### src/ncps_pkg.sv
// Types, codes and constants of the NTP client poll scheduler.
`default_nettype none

package ncps_pkg;

    typedef enum logic [1:0] {
        ACT_TICK  = 2'd0,
        ACT_START = 2'd1,
        ACT_STOP  = 2'd2,
        ACT_REPLY = 2'd3
    } ncps_action_t;

    typedef enum logic [2:0] {
        EV_NONE      = 3'd0,
        EV_SENT      = 3'd1,
        EV_TIMEOUT   = 3'd2,
        EV_TX_FAIL   = 3'd3,
        EV_KISS      = 3'd4,
        EV_MALFORMED = 3'd5,
        EV_SYNCED    = 3'd6,
        EV_IGNORED   = 3'd7
    } ncps_event_t;

    localparam int CFG_INDEX_W = 3;

    typedef enum logic [CFG_INDEX_W-1:0] {
        CFG_SERVER_IP     = 3'd0,
        CFG_POLL_INTERVAL = 3'd1,
        CFG_TIMEOUT       = 3'd2,
        CFG_RETRY_FAST    = 3'd3,
        CFG_RETRY_SLOW    = 3'd4,
        CFG_FAST_LIMIT    = 3'd5
    } ncps_cfg_t;

    localparam int DEF_MIN_REPLY_LEN = 48;
    localparam int DEF_SERVER_PORT   = 123;

    localparam logic [31:0] RST_POLL_INTERVAL = 32'd60000;
    localparam logic [31:0] RST_TIMEOUT       = 32'd2500;
    localparam logic [31:0] RST_RETRY_FAST    = 32'd5000;
    localparam logic [31:0] RST_RETRY_SLOW    = 32'd60000;
    localparam logic [15:0] RST_FAST_LIMIT    = 16'd3;

    localparam logic [31:0] UNIX_OFFSET  = 32'd2208988800;
    localparam logic [15:0] FAIL_MAX     = 16'hFFFF;
    localparam logic [2:0]  MODE_SERVER  = 3'd4;

    // Elapsed seconds are kept as quotient and remainder of elapsed ms by 1000.
    localparam logic [9:0]  MS_LAST      = 10'd999;
    localparam logic [22:0] QUO_AT_WRAP  = 23'd4294967;
    localparam logic [9:0]  REM_AT_WRAP  = 10'd295;

    typedef struct packed {
        ncps_action_t action;
        logic         tx_ready;
        logic [31:0]  remote_ip;
        logic [15:0]  remote_port;
        logic [15:0]  reply_length;
        logic [7:0]   mode_byte;
        logic [7:0]   stratum;
        logic [31:0]  transmit_seconds;
    } ncps_item_t;

    typedef struct packed {
        logic         send_request;
        logic         consumed;
        ncps_event_t  event_res;
        logic [15:0]  fail_count;
        logic         have_time;
        logic [31:0]  epoch_seconds;
        logic [31:0]  round_trip_ms;
    } ncps_result_t;

endpackage

`default_nettype wire

### src/ncps_in_stage.sv
// Input register of the poll scheduler: holds one accepted item.
`default_nettype none

module ncps_in_stage
    import ncps_pkg::*;
(
    input  wire logic       clk,
    input  wire logic       rst_n,
    input  wire logic       in_valid,
    output logic            in_ready,
    input  wire ncps_item_t in_item,
    input  wire logic       pop,
    output logic            item_valid,
    output ncps_item_t      item
);

    logic       valid_reg;
    logic       valid_next;
    ncps_item_t item_reg;

    assign in_ready   = !valid_reg || pop;
    assign valid_next = (in_valid && in_ready) ? 1'b1 : (pop ? 1'b0 : valid_reg);

    always_ff @(posedge clk or negedge rst_n)
    begin
        if (!rst_n)
        begin
            valid_reg <= 1'b0;
        end
        else
        begin
            valid_reg <= valid_next;
        end
    end

    always_ff @(posedge clk)
    begin
        if (in_valid && in_ready)
        begin
            item_reg <= in_item;
        end
    end

    assign item_valid = valid_reg;
    assign item       = item_reg;

endmodule

`default_nettype wire

### src/ncps_engine.sv
// Scheduler state, configuration registers and the per-item decision logic.
`default_nettype none

module ncps_engine
    import ncps_pkg::*;
#(
    parameter int MIN_REPLY_LEN = DEF_MIN_REPLY_LEN,
    parameter int SERVER_PORT   = DEF_SERVER_PORT
)
(
    input  wire logic                   clk,
    input  wire logic                   rst_n,
    input  wire logic                   step_en,
    input  wire ncps_item_t             item,
    input  wire logic                   cfg_we,
    input  wire logic [CFG_INDEX_W-1:0] cfg_index,
    input  wire logic [31:0]            cfg_data,
    output ncps_result_t                result
);

    logic [31:0] server_ip_reg, server_ip_next;
    logic [31:0] poll_reg, poll_next;
    logic [31:0] timeout_reg, timeout_next;
    logic [31:0] fast_reg, fast_next;
    logic [31:0] slow_reg, slow_next;
    logic [15:0] limit_reg, limit_next;

    logic [31:0] now_reg, now_next;
    logic        enabled_reg, enabled_next;
    logic        pend_valid_reg, pend_valid_next;
    logic [31:0] pend_since_reg, pend_since_next;
    logic [15:0] fails_reg, fails_next;
    logic [31:0] next_due_reg, next_due_next;
    logic [31:0] epoch_base_reg, epoch_base_next;
    logic [22:0] sec_quo_reg, sec_quo_next;
    logic [9:0]  ms_rem_reg, ms_rem_next;
    logic        synced_reg, synced_next;

    logic [31:0] now_tick;
    logic [15:0] fails_inc;
    logic [31:0] backoff_due;
    logic        timed_out;
    logic [31:0] due_diff;
    logic        reply_ok;

    assign now_tick    = now_reg + 32'd1;
    assign fails_inc   = (fails_reg == FAIL_MAX) ? fails_reg : fails_reg + 16'd1;
    assign backoff_due = now_tick + ((fails_inc < limit_reg) ? fast_reg : slow_reg);
    assign timed_out   = (now_tick - pend_since_reg) >= timeout_reg;
    assign due_diff    = now_tick - next_due_reg;

    assign reply_ok = enabled_reg
                   && (item.remote_port == 16'(SERVER_PORT))
                   && (item.reply_length >= 16'(MIN_REPLY_LEN))
                   && ((server_ip_reg == 32'd0) || (item.remote_ip == server_ip_reg))
                   && (item.mode_byte[2:0] == MODE_SERVER);

    always_comb
    begin
        server_ip_next  = server_ip_reg;
        poll_next       = poll_reg;
        timeout_next    = timeout_reg;
        fast_next       = fast_reg;
        slow_next       = slow_reg;
        limit_next      = limit_reg;
        now_next        = now_reg;
        enabled_next    = enabled_reg;
        pend_valid_next = pend_valid_reg;
        pend_since_next = pend_since_reg;
        fails_next      = fails_reg;
        next_due_next   = next_due_reg;
        epoch_base_next = epoch_base_reg;
        sec_quo_next    = sec_quo_reg;
        ms_rem_next     = ms_rem_reg;
        synced_next     = synced_reg;

        result              = '0;
        result.event_res    = EV_NONE;

        if (step_en)
        begin
            case (item.action)
                ACT_TICK:
                begin
                    now_next = now_tick;
                    // The elapsed ms count wraps at 2^32, and its quotient wraps with it.
                    if ((sec_quo_reg == QUO_AT_WRAP) && (ms_rem_reg == REM_AT_WRAP))
                    begin
                        sec_quo_next = '0;
                        ms_rem_next  = '0;
                    end
                    else if (ms_rem_reg == MS_LAST)
                    begin
                        sec_quo_next = sec_quo_reg + 23'd1;
                        ms_rem_next  = '0;
                    end
                    else
                    begin
                        ms_rem_next = ms_rem_reg + 10'd1;
                    end

                    if (enabled_reg && (server_ip_reg != 32'd0))
                    begin
                        if (pend_valid_reg)
                        begin
                            if (timed_out)
                            begin
                                pend_valid_next  = 1'b0;
                                fails_next       = fails_inc;
                                next_due_next    = backoff_due;
                                result.event_res = EV_TIMEOUT;
                            end
                        end
                        else if (!due_diff[31])
                        begin
                            if (item.tx_ready)
                            begin
                                pend_valid_next     = 1'b1;
                                pend_since_next     = now_tick;
                                result.send_request = 1'b1;
                                result.event_res    = EV_SENT;
                            end
                            else
                            begin
                                fails_next       = fails_inc;
                                next_due_next    = backoff_due;
                                result.event_res = EV_TX_FAIL;
                            end
                        end
                    end
                end
                ACT_START:
                begin
                    enabled_next    = 1'b1;
                    pend_valid_next = 1'b0;
                    fails_next      = '0;
                    next_due_next   = now_reg;
                end
                ACT_STOP:
                begin
                    enabled_next    = 1'b0;
                    pend_valid_next = 1'b0;
                end
                ACT_REPLY:
                begin
                    if (!reply_ok)
                    begin
                        result.event_res = EV_IGNORED;
                    end
                    else if (item.stratum == 8'd0)
                    begin
                        result.consumed  = 1'b1;
                        result.event_res = EV_KISS;
                        pend_valid_next  = 1'b0;
                        next_due_next    = now_reg + slow_reg;
                    end
                    else if (item.transmit_seconds <= UNIX_OFFSET)
                    begin
                        result.consumed  = 1'b1;
                        result.event_res = EV_MALFORMED;
                    end
                    else
                    begin
                        result.consumed  = 1'b1;
                        result.event_res = EV_SYNCED;
                        if (pend_valid_reg)
                        begin
                            result.round_trip_ms = now_reg - pend_since_reg;
                        end
                        epoch_base_next = item.transmit_seconds - UNIX_OFFSET;
                        sec_quo_next    = '0;
                        ms_rem_next     = '0;
                        synced_next     = 1'b1;
                        pend_valid_next = 1'b0;
                        fails_next      = '0;
                        next_due_next   = now_reg + poll_reg;
                    end
                end
                default:
                begin
                    result.event_res = EV_NONE;
                end
            endcase
        end
        else if (cfg_we)
        begin
            case (ncps_cfg_t'(cfg_index))
                CFG_SERVER_IP:
                begin
                    // A new server address restarts the schedule.
                    if (cfg_data != server_ip_reg)
                    begin
                        server_ip_next  = cfg_data;
                        pend_valid_next = 1'b0;
                        fails_next      = '0;
                        next_due_next   = now_reg;
                    end
                end
                CFG_POLL_INTERVAL: poll_next    = cfg_data;
                CFG_TIMEOUT:       timeout_next = cfg_data;
                CFG_RETRY_FAST:    fast_next    = cfg_data;
                CFG_RETRY_SLOW:    slow_next    = cfg_data;
                CFG_FAST_LIMIT:    limit_next   = cfg_data[15:0];
                default:
                begin
                    limit_next = limit_reg;
                end
            endcase
        end

        result.fail_count    = fails_next;
        result.have_time     = synced_next;
        result.epoch_seconds = synced_next ? (epoch_base_next + {9'd0, sec_quo_next}) : 32'd0;
    end

    always_ff @(posedge clk or negedge rst_n)
    begin
        if (!rst_n)
        begin
            server_ip_reg  <= '0;
            poll_reg       <= RST_POLL_INTERVAL;
            timeout_reg    <= RST_TIMEOUT;
            fast_reg       <= RST_RETRY_FAST;
            slow_reg       <= RST_RETRY_SLOW;
            limit_reg      <= RST_FAST_LIMIT;
            now_reg        <= '0;
            enabled_reg    <= 1'b0;
            pend_valid_reg <= 1'b0;
            pend_since_reg <= '0;
            fails_reg      <= '0;
            next_due_reg   <= '0;
            epoch_base_reg <= '0;
            sec_quo_reg    <= '0;
            ms_rem_reg     <= '0;
            synced_reg     <= 1'b0;
        end
        else
        begin
            server_ip_reg  <= server_ip_next;
            poll_reg       <= poll_next;
            timeout_reg    <= timeout_next;
            fast_reg       <= fast_next;
            slow_reg       <= slow_next;
            limit_reg      <= limit_next;
            now_reg        <= now_next;
            enabled_reg    <= enabled_next;
            pend_valid_reg <= pend_valid_next;
            pend_since_reg <= pend_since_next;
            fails_reg      <= fails_next;
            next_due_reg   <= next_due_next;
            epoch_base_reg <= epoch_base_next;
            sec_quo_reg    <= sec_quo_next;
            ms_rem_reg     <= ms_rem_next;
            synced_reg     <= synced_next;
        end
    end

endmodule

`default_nettype wire

### src/ncps_out_stage.sv
// Result register of the poll scheduler with its valid/ready handshake.
`default_nettype none

module ncps_out_stage
    import ncps_pkg::*;
(
    input  wire logic         clk,
    input  wire logic         rst_n,
    input  wire logic         load,
    input  wire ncps_result_t load_result,
    output logic              can_load,
    output logic              out_valid,
    input  wire logic         out_ready,
    output ncps_result_t      out_result
);

    logic         valid_reg;
    logic         valid_next;
    ncps_result_t result_reg;

    assign can_load   = !valid_reg || out_ready;
    assign valid_next = load ? 1'b1 : (out_ready ? 1'b0 : valid_reg);

    always_ff @(posedge clk or negedge rst_n)
    begin
        if (!rst_n)
        begin
            valid_reg <= 1'b0;
        end
        else
        begin
            valid_reg <= valid_next;
        end
    end

    always_ff @(posedge clk)
    begin
        if (load)
        begin
            result_reg <= load_result;
        end
    end

    assign out_valid  = valid_reg;
    assign out_result = result_reg;

endmodule

`default_nettype wire

### src/ntp_client_poll_scheduler_core.sv
// Top level of the SNTP client poll scheduler with fast and slow retry backoff.
// Takes one item per clock cycle while the output side keeps taking results: an accepted item
// waits in the input register, is evaluated combinationally against the scheduler state, and
// its result beat appears on the output port in the cycle after evaluation. The pace is set
// only by the output side; while the result register is full and not taken, the input
// register holds one more item. The configuration port is ready whenever the input register
// is empty; write it only while no item is in flight. Elapsed seconds since the last sync are
// counted incrementally per tick, so epoch_seconds costs one add.
`default_nettype none

module ntp_client_poll_scheduler_core
    import ncps_pkg::*;
#(
    parameter int MIN_REPLY_LEN = DEF_MIN_REPLY_LEN,
    parameter int SERVER_PORT   = DEF_SERVER_PORT
)
(
    input  wire logic                   clk,
    input  wire logic                   rst_n,
    input  wire logic                   cfg_valid,
    output logic                        cfg_ready,
    input  wire logic [CFG_INDEX_W-1:0] cfg_index,
    input  wire logic [31:0]            cfg_data,
    input  wire logic                   in_valid,
    output logic                        in_ready,
    input  wire logic [1:0]             action,
    input  wire logic                   tx_ready,
    input  wire logic [31:0]            remote_ip,
    input  wire logic [15:0]            remote_port,
    input  wire logic [15:0]            reply_length,
    input  wire logic [7:0]             mode_byte,
    input  wire logic [7:0]             stratum,
    input  wire logic [31:0]            transmit_seconds,
    output logic                        out_valid,
    input  wire logic                   out_ready,
    output logic                        send_request,
    output logic                        consumed,
    output logic [2:0]                  event_res,
    output logic [15:0]                 fail_count,
    output logic                        have_time,
    output logic [31:0]                 epoch_seconds,
    output logic [31:0]                 round_trip_ms
);

    ncps_item_t   in_item;
    ncps_item_t   item;
    logic         item_valid;
    logic         can_load;
    logic         step_en;
    ncps_result_t step_result;
    ncps_result_t res;

    assign in_item.action           = ncps_action_t'(action);
    assign in_item.tx_ready         = tx_ready;
    assign in_item.remote_ip        = remote_ip;
    assign in_item.remote_port      = remote_port;
    assign in_item.reply_length     = reply_length;
    assign in_item.mode_byte        = mode_byte;
    assign in_item.stratum          = stratum;
    assign in_item.transmit_seconds = transmit_seconds;

    assign step_en   = item_valid && can_load;
    // A write is only taken when no item waits, so it never collides with a step.
    assign cfg_ready = !item_valid;

    ncps_in_stage u_in (
        .clk        (clk),
        .rst_n      (rst_n),
        .in_valid   (in_valid),
        .in_ready   (in_ready),
        .in_item    (in_item),
        .pop        (step_en),
        .item_valid (item_valid),
        .item       (item)
    );

    ncps_engine #(
        .MIN_REPLY_LEN (MIN_REPLY_LEN),
        .SERVER_PORT   (SERVER_PORT)
    ) u_engine (
        .clk       (clk),
        .rst_n     (rst_n),
        .step_en   (step_en),
        .item      (item),
        .cfg_we    (cfg_valid && cfg_ready),
        .cfg_index (cfg_index),
        .cfg_data  (cfg_data),
        .result    (step_result)
    );

    ncps_out_stage u_out (
        .clk         (clk),
        .rst_n       (rst_n),
        .load        (step_en),
        .load_result (step_result),
        .can_load    (can_load),
        .out_valid   (out_valid),
        .out_ready   (out_ready),
        .out_result  (res)
    );

    assign send_request  = res.send_request;
    assign consumed      = res.consumed;
    assign event_res     = res.event_res;
    assign fail_count    = res.fail_count;
    assign have_time     = res.have_time;
    assign epoch_seconds = res.epoch_seconds;
    assign round_trip_ms = res.round_trip_ms;

endmodule

`default_nettype wire

### config.mk
export PLATFORM = sky130hd
export DESIGN_NAME = ntp_client_poll_scheduler_core
export DESIGN_NICKNAME = d
export VERILOG_FILES = /design/src/ncps_pkg.sv /design/src/ncps_in_stage.sv /design/src/ncps_engine.sv /design/src/ncps_out_stage.sv /design/src/ntp_client_poll_scheduler_core.sv
export SDC_FILE = /design/constraint.sdc
export NUM_CORES = 1
export LEC_CHECK = 0
export BUFFER_PORTS_ARGS = -buffer_cell sky130_fd_sc_hd__buf_2
export CAP_MARGIN = 15
export CORE_ASPECT_RATIO = 1.5
export CORE_MARGIN = 4
export CORE_UTILIZATION = 60
export CTS_BUF_LIST = sky130_fd_sc_hd__clkbuf_16
export DETAILED_ROUTE_END_ITERATION = 8
export PLACE_DENSITY_LB_ADDON = 0.05
export SETUP_SLACK_MARGIN = 0.2
export SYNTH_ARGS = -nofsm -noshare
export SYNTH_HDL_FRONTEND = slang
export SYNTH_SLANG_ARGS = --single-unit
### constraint.sdc
create_clock -name clk -period 8.2 [get_ports clk]
set_input_delay 1.23 -clock clk [delete_from_list [all_inputs] [get_ports clk]]
set_output_delay 1.23 -clock clk [all_outputs]
set_load 0.02 [all_outputs]
==> summary.md <==
| Metric | Value |
|---|---|
| Slew @ Worst Pin | `0.998 ns` |
| Post-DP HPWL | `71400 um` |
| Vias per inst | `6.14` |
| Reg power frac | `0.364` |
| Startpoint types | `flip-flop` |
| Crit Path Max Fanout | `64` |
| Critical Path Sink Type | `flip-flop` |
| Peak supply drop | `199 uV` |
| Final routed DRC violation total | `0` |
| Async S/R FF share, synth | `0.651` |
| Post-Syn Area | `0.0332 sq mm` |
| Distinct cell type count after synthesis | `89` |
| Worst rel slew slack | `0.335` |
| Max Slew Vio Count | `0` |
| Post-CTS Hold Buffers | `0` |
| Worst Hold Class | `flip-flop to flip-flop` |
| Post-Synthesis Cells | `3160` |
| CTS Buffer Depth | `3` |
| Post-Route Utilization | `0.677` |
| Routed Wire Length | `92900 um` |
| Worst setup path class | `flip-flop to flip-flop` |
| RSZ-0062 raised after global routing | `false` |
| Internal power | `0.00623 W` |
| Status | `completed` |
| Area leader, netlist | `dfrtp_1` |
| Reg clk slew, reported paths | `0.06 ns` |
| Fin Clk Skew | `0.0239 ns` |
| IO Count | `244` |
| Most frequent cells in the layout | `332 x dfrtp_1, 278 x mux2_2, 234 x ha_1` |
| Top-area cell type share of the netlist area | `0.250` |
| FF-to-FF End | `u_engine.next_due_reg[27]$_DFFE_PN0P_` |
| Wire per inst | `22.4 um` |
| Post-CTS sizing | `0` |
| Crit path max-delay family | `compound AO/OA/AOI/OAI gates` |
| Number of flip-flops under the largest register name | `106` |
| DRT antenna net count | `0` |
| Setup Viol. Count Final | `0` |
| Vias after detailed routing | `25500` |
| Final Cycle Share | `0.907` |
| Post-synth EDFFs | `192` |
| Worst Hold Launch | `u_engine.fast_reg[14]$_DFFE_PN0P_` |
| Switching Share | `0.359` |
| CTS tree | `built` |
| Total gr overflow | `0` |
| Hold endpoint | `u_engine.fast_reg[14]$_DFFE_PN0P_` |
| Largest net degree at the start of global routing | `161` |
| Layout Nets | `3796` |
| Most common cell after layout, fill and taps aside | `dfrtp_1` |
| Crit path DAT | `7.94 ns` |
| Initial Util | `0.606` |
| Area of the core | `0.0548 sq mm` |
| Worst R2R Start | `u_engine.now_reg[0]$_DFFE_PN0P_` |
| Fin. Hold Viols | `0` |
| Die H | `296 um` |
| Initial antenna violation count | `1` |
| DR iter-0 viols | `1619` |
| CP Buf/Inv Count | `2` |
| CP required | `8.71 ns` |
| Worst hold slack | `0.499 ns` |
| Syn Nets | `3554` |
| Clock latency on the worst-skew pair | `0.64 ns` |
| Share of cells above drive strength 1 | `0.209` |
| Pwr per Cell Area | `262 mW/mm^2` |
| Avg Cell Area, Syn | `10.5 sq um` |
| Die W | `200 um` |
| Post-synthesis sequential area ratio | `0.444` |
| Min cycle time layout | `7.44 ns` |
| Area Overhead vs Synth | `11.7%` |
| All-Layer GR Usage | `0.308` |
| Max-cap violations | `0` |
| Leakage | `16.8 nW` |
| Internal reg-to-reg setup slack | `0.76 ns` |
| Achievable Freq | `0.134 GHz` |
| Slowest-stage cell, CP | `dfrtp_1` |
| Number of cells on the critical path | `27` |
| CP peak stage delay | `0.54 ns` |
| # rows | `105` |
| Vias in the first global route | `26300` |
| Yosys reg bits | `550` |
| H-tree Lvls | `2` |
| Post-CTS Setup Bufs | `0` |
| Synth area leaders | `dfrtp_1 25%, edfxtp_1 17%, mux2_2 9.4%` |
| Switching pwr | `0.00348 W` |
| R2R cell count | `27` |
| Comb power frac | `0.376` |
| Tot Pwr | `0.00971 W` |
| DR pass1 iterations | `9` |
| Syn. warnings | `0` |
| First-pass GRT wire length | `145000 um` |
| Post-synth top flop | `dfrtp_1` |
| CTS Buf Count | `54` |
| DIE AREA | `0.0593 sq mm` |
| Placer congestion estimate | `0.961` |
| CTS Root Cell | `clkbuf_16` |
| # port buffers | `234` |
| Clock sinks | `550` |
| Min-Delay Path Depth | `1` |
| Clk pwr share | `0.260` |
| Setup_tns | `0 ns` |
## cell usage after synthesis (7+ instances only)
cell / n
dfrtp_1: 332
mux2_2: 278
ha_1: 234
nor2_1: 224
nand2_1: 195
edfxtp_1: 192
a21oi_1: 175
o21ai_0: 170
xnor2_1: 167
inv_1: 165
xor2_1: 123
clkbuf_1: 76
nand3_1: 74
a21o_1: 73
nand4_1: 59
nor3_1: 48
nor4_1: 44
and3_1: 35
nand2b_1: 31
nor2b_1: 31
a31oi_1: 30
o21a_1: 27
dfstp_2: 26
a211oi_1: 24
and2_1: 23
o31ai_1: 21
o21bai_1: 17
or3_1: 16
o211ai_1: 15
buf_1: 12
mux2i_1: 11
a22o_1: 10
a31o_2: 10
nor3b_1: 10
or2_2: 10
a22oi_1: 9
a222oi_1: 8
and4_1: 8
buf_2: 8
nand3b_1: 8
nor4b_1: 7
o22ai_1: 7
## metal layers
layer	vias up	GRT usage	part of all wire
met5	-	0	0.00014
met4	2	0.136	0.050
met3	207	0.0315	0.046
met2	801	0.575	0.52
met1	12400	0.361	0.39
li1	12000	-	-
## cell type report
| type | count | area (sq um) |
|---|---|---|
| clock inverter | 45 | 370 |
| clock buffer | 57 | 1430 |
| antenna | 1 | 2.50 |
| inverter | 165 | 622 |
| fill | 4270 | 17700 |
| sequential | 550 | 14800 |
| timing repair buffer | 284 | 1570 |
| multi-input combinational | 2347 | 17500 |
| tap | 695 | 870 |
## worst max-delay path by stage
stage                                    startpoint                               endpoint  slack [ns]
floorplan           u_engine.fails_reg[5]$_DFF_PN0_  u_engine.next_due_reg[28]$_DFFE_PN0P_        1.33
global placement    u_engine.fails_reg[5]$_DFF_PN0_  u_engine.next_due_reg[28]$_DFFE_PN0P_        0.87
detailed placement  u_engine.fails_reg[5]$_DFF_PN0_  u_engine.next_due_reg[31]$_DFFE_PN0P_        0.77
CTS                 u_engine.fails_reg[5]$_DFF_PN0_  u_engine.next_due_reg[31]$_DFFE_PN0P_        0.72
global route        u_engine.fails_reg[5]$_DFF_PN0_  u_engine.next_due_reg[31]$_DFFE_PN0P_        0.23
finish              u_engine.now_reg[0]$_DFFE_PN0P_  u_engine.next_due_reg[27]$_DFFE_PN0P_        0.76
## per-stage QoR
step	cell area, sq um	setup slack (ns)	instances
3_5_place_dp	35300	0.767	4041
5_1_grt	37100	0.229	4143
4_1_cts	37100	0.716	4143
6_report	37100	0.763	4144
3_3_place_gp	35300	0.866	4041
2_1_floorplan	33200	1.33	3160
## cell families (layout without fill, tap and decap cells)
kind of cell / Yosys count / in the layout / synth area share
adders and majority gates: 239 / 239 / 0.0911
and+or+nand+nor: 843 / 843 / 0.127
other: 0 / 1 / 0
AOI/OAI and AO/OA: 684 / 684 / 0.133
buffers and inverters: 263 / 551 / 0.0304
muxes: 291 / 291 / 0.0985
xor gates and xnor gates: 290 / 290 / 0.0765
DFF: 550 / 550 / 0.444
## worst register-to-register path: stages (launching register included)
cell,delay (ns)
dfrtp_1,0.54
ha_1,0.27
nand3_1,0.23
nor3_2,0.24
buf_4,0.19
xor2_1,0.41
ha_1,0.36
a21o_1,0.18
a21oi_1,0.26
a21boi_0,0.18
o221ai_1,0.50
nand4_1,0.22
o211ai_1,0.30
nor2b_1,0.10
o21a_1,0.18
nor3_1,0.14
nor2_1,0.07
ha_1,0.32
nand2_1,0.06
a2bb2oi_1,0.19
a21o_1,0.26
o21ai_0,0.51
o21ai_0,0.29
nand3_1,0.15
a21o_1,0.12
buf_4,0.49
o2111ai_1,0.24
o32a_1,0.32
## power groups by stage
stage | clock (W) | combinational (W) | sequential, W
6_report | 0.00252 | 0.00365 | 0.00354
5_1_grt | 0.00268 | 0.00401 | 0.00358
4_1_cts | 0.00256 | 0.00363 | 0.00353
3_5_place_dp | 0 | 0.00360 | 0.00358
3_3_place_gp | 0 | 0.00344 | 0.00356
2_1_floorplan | 0 | 0.00257 | 0.00352
(Power assumes the default switching activity.)
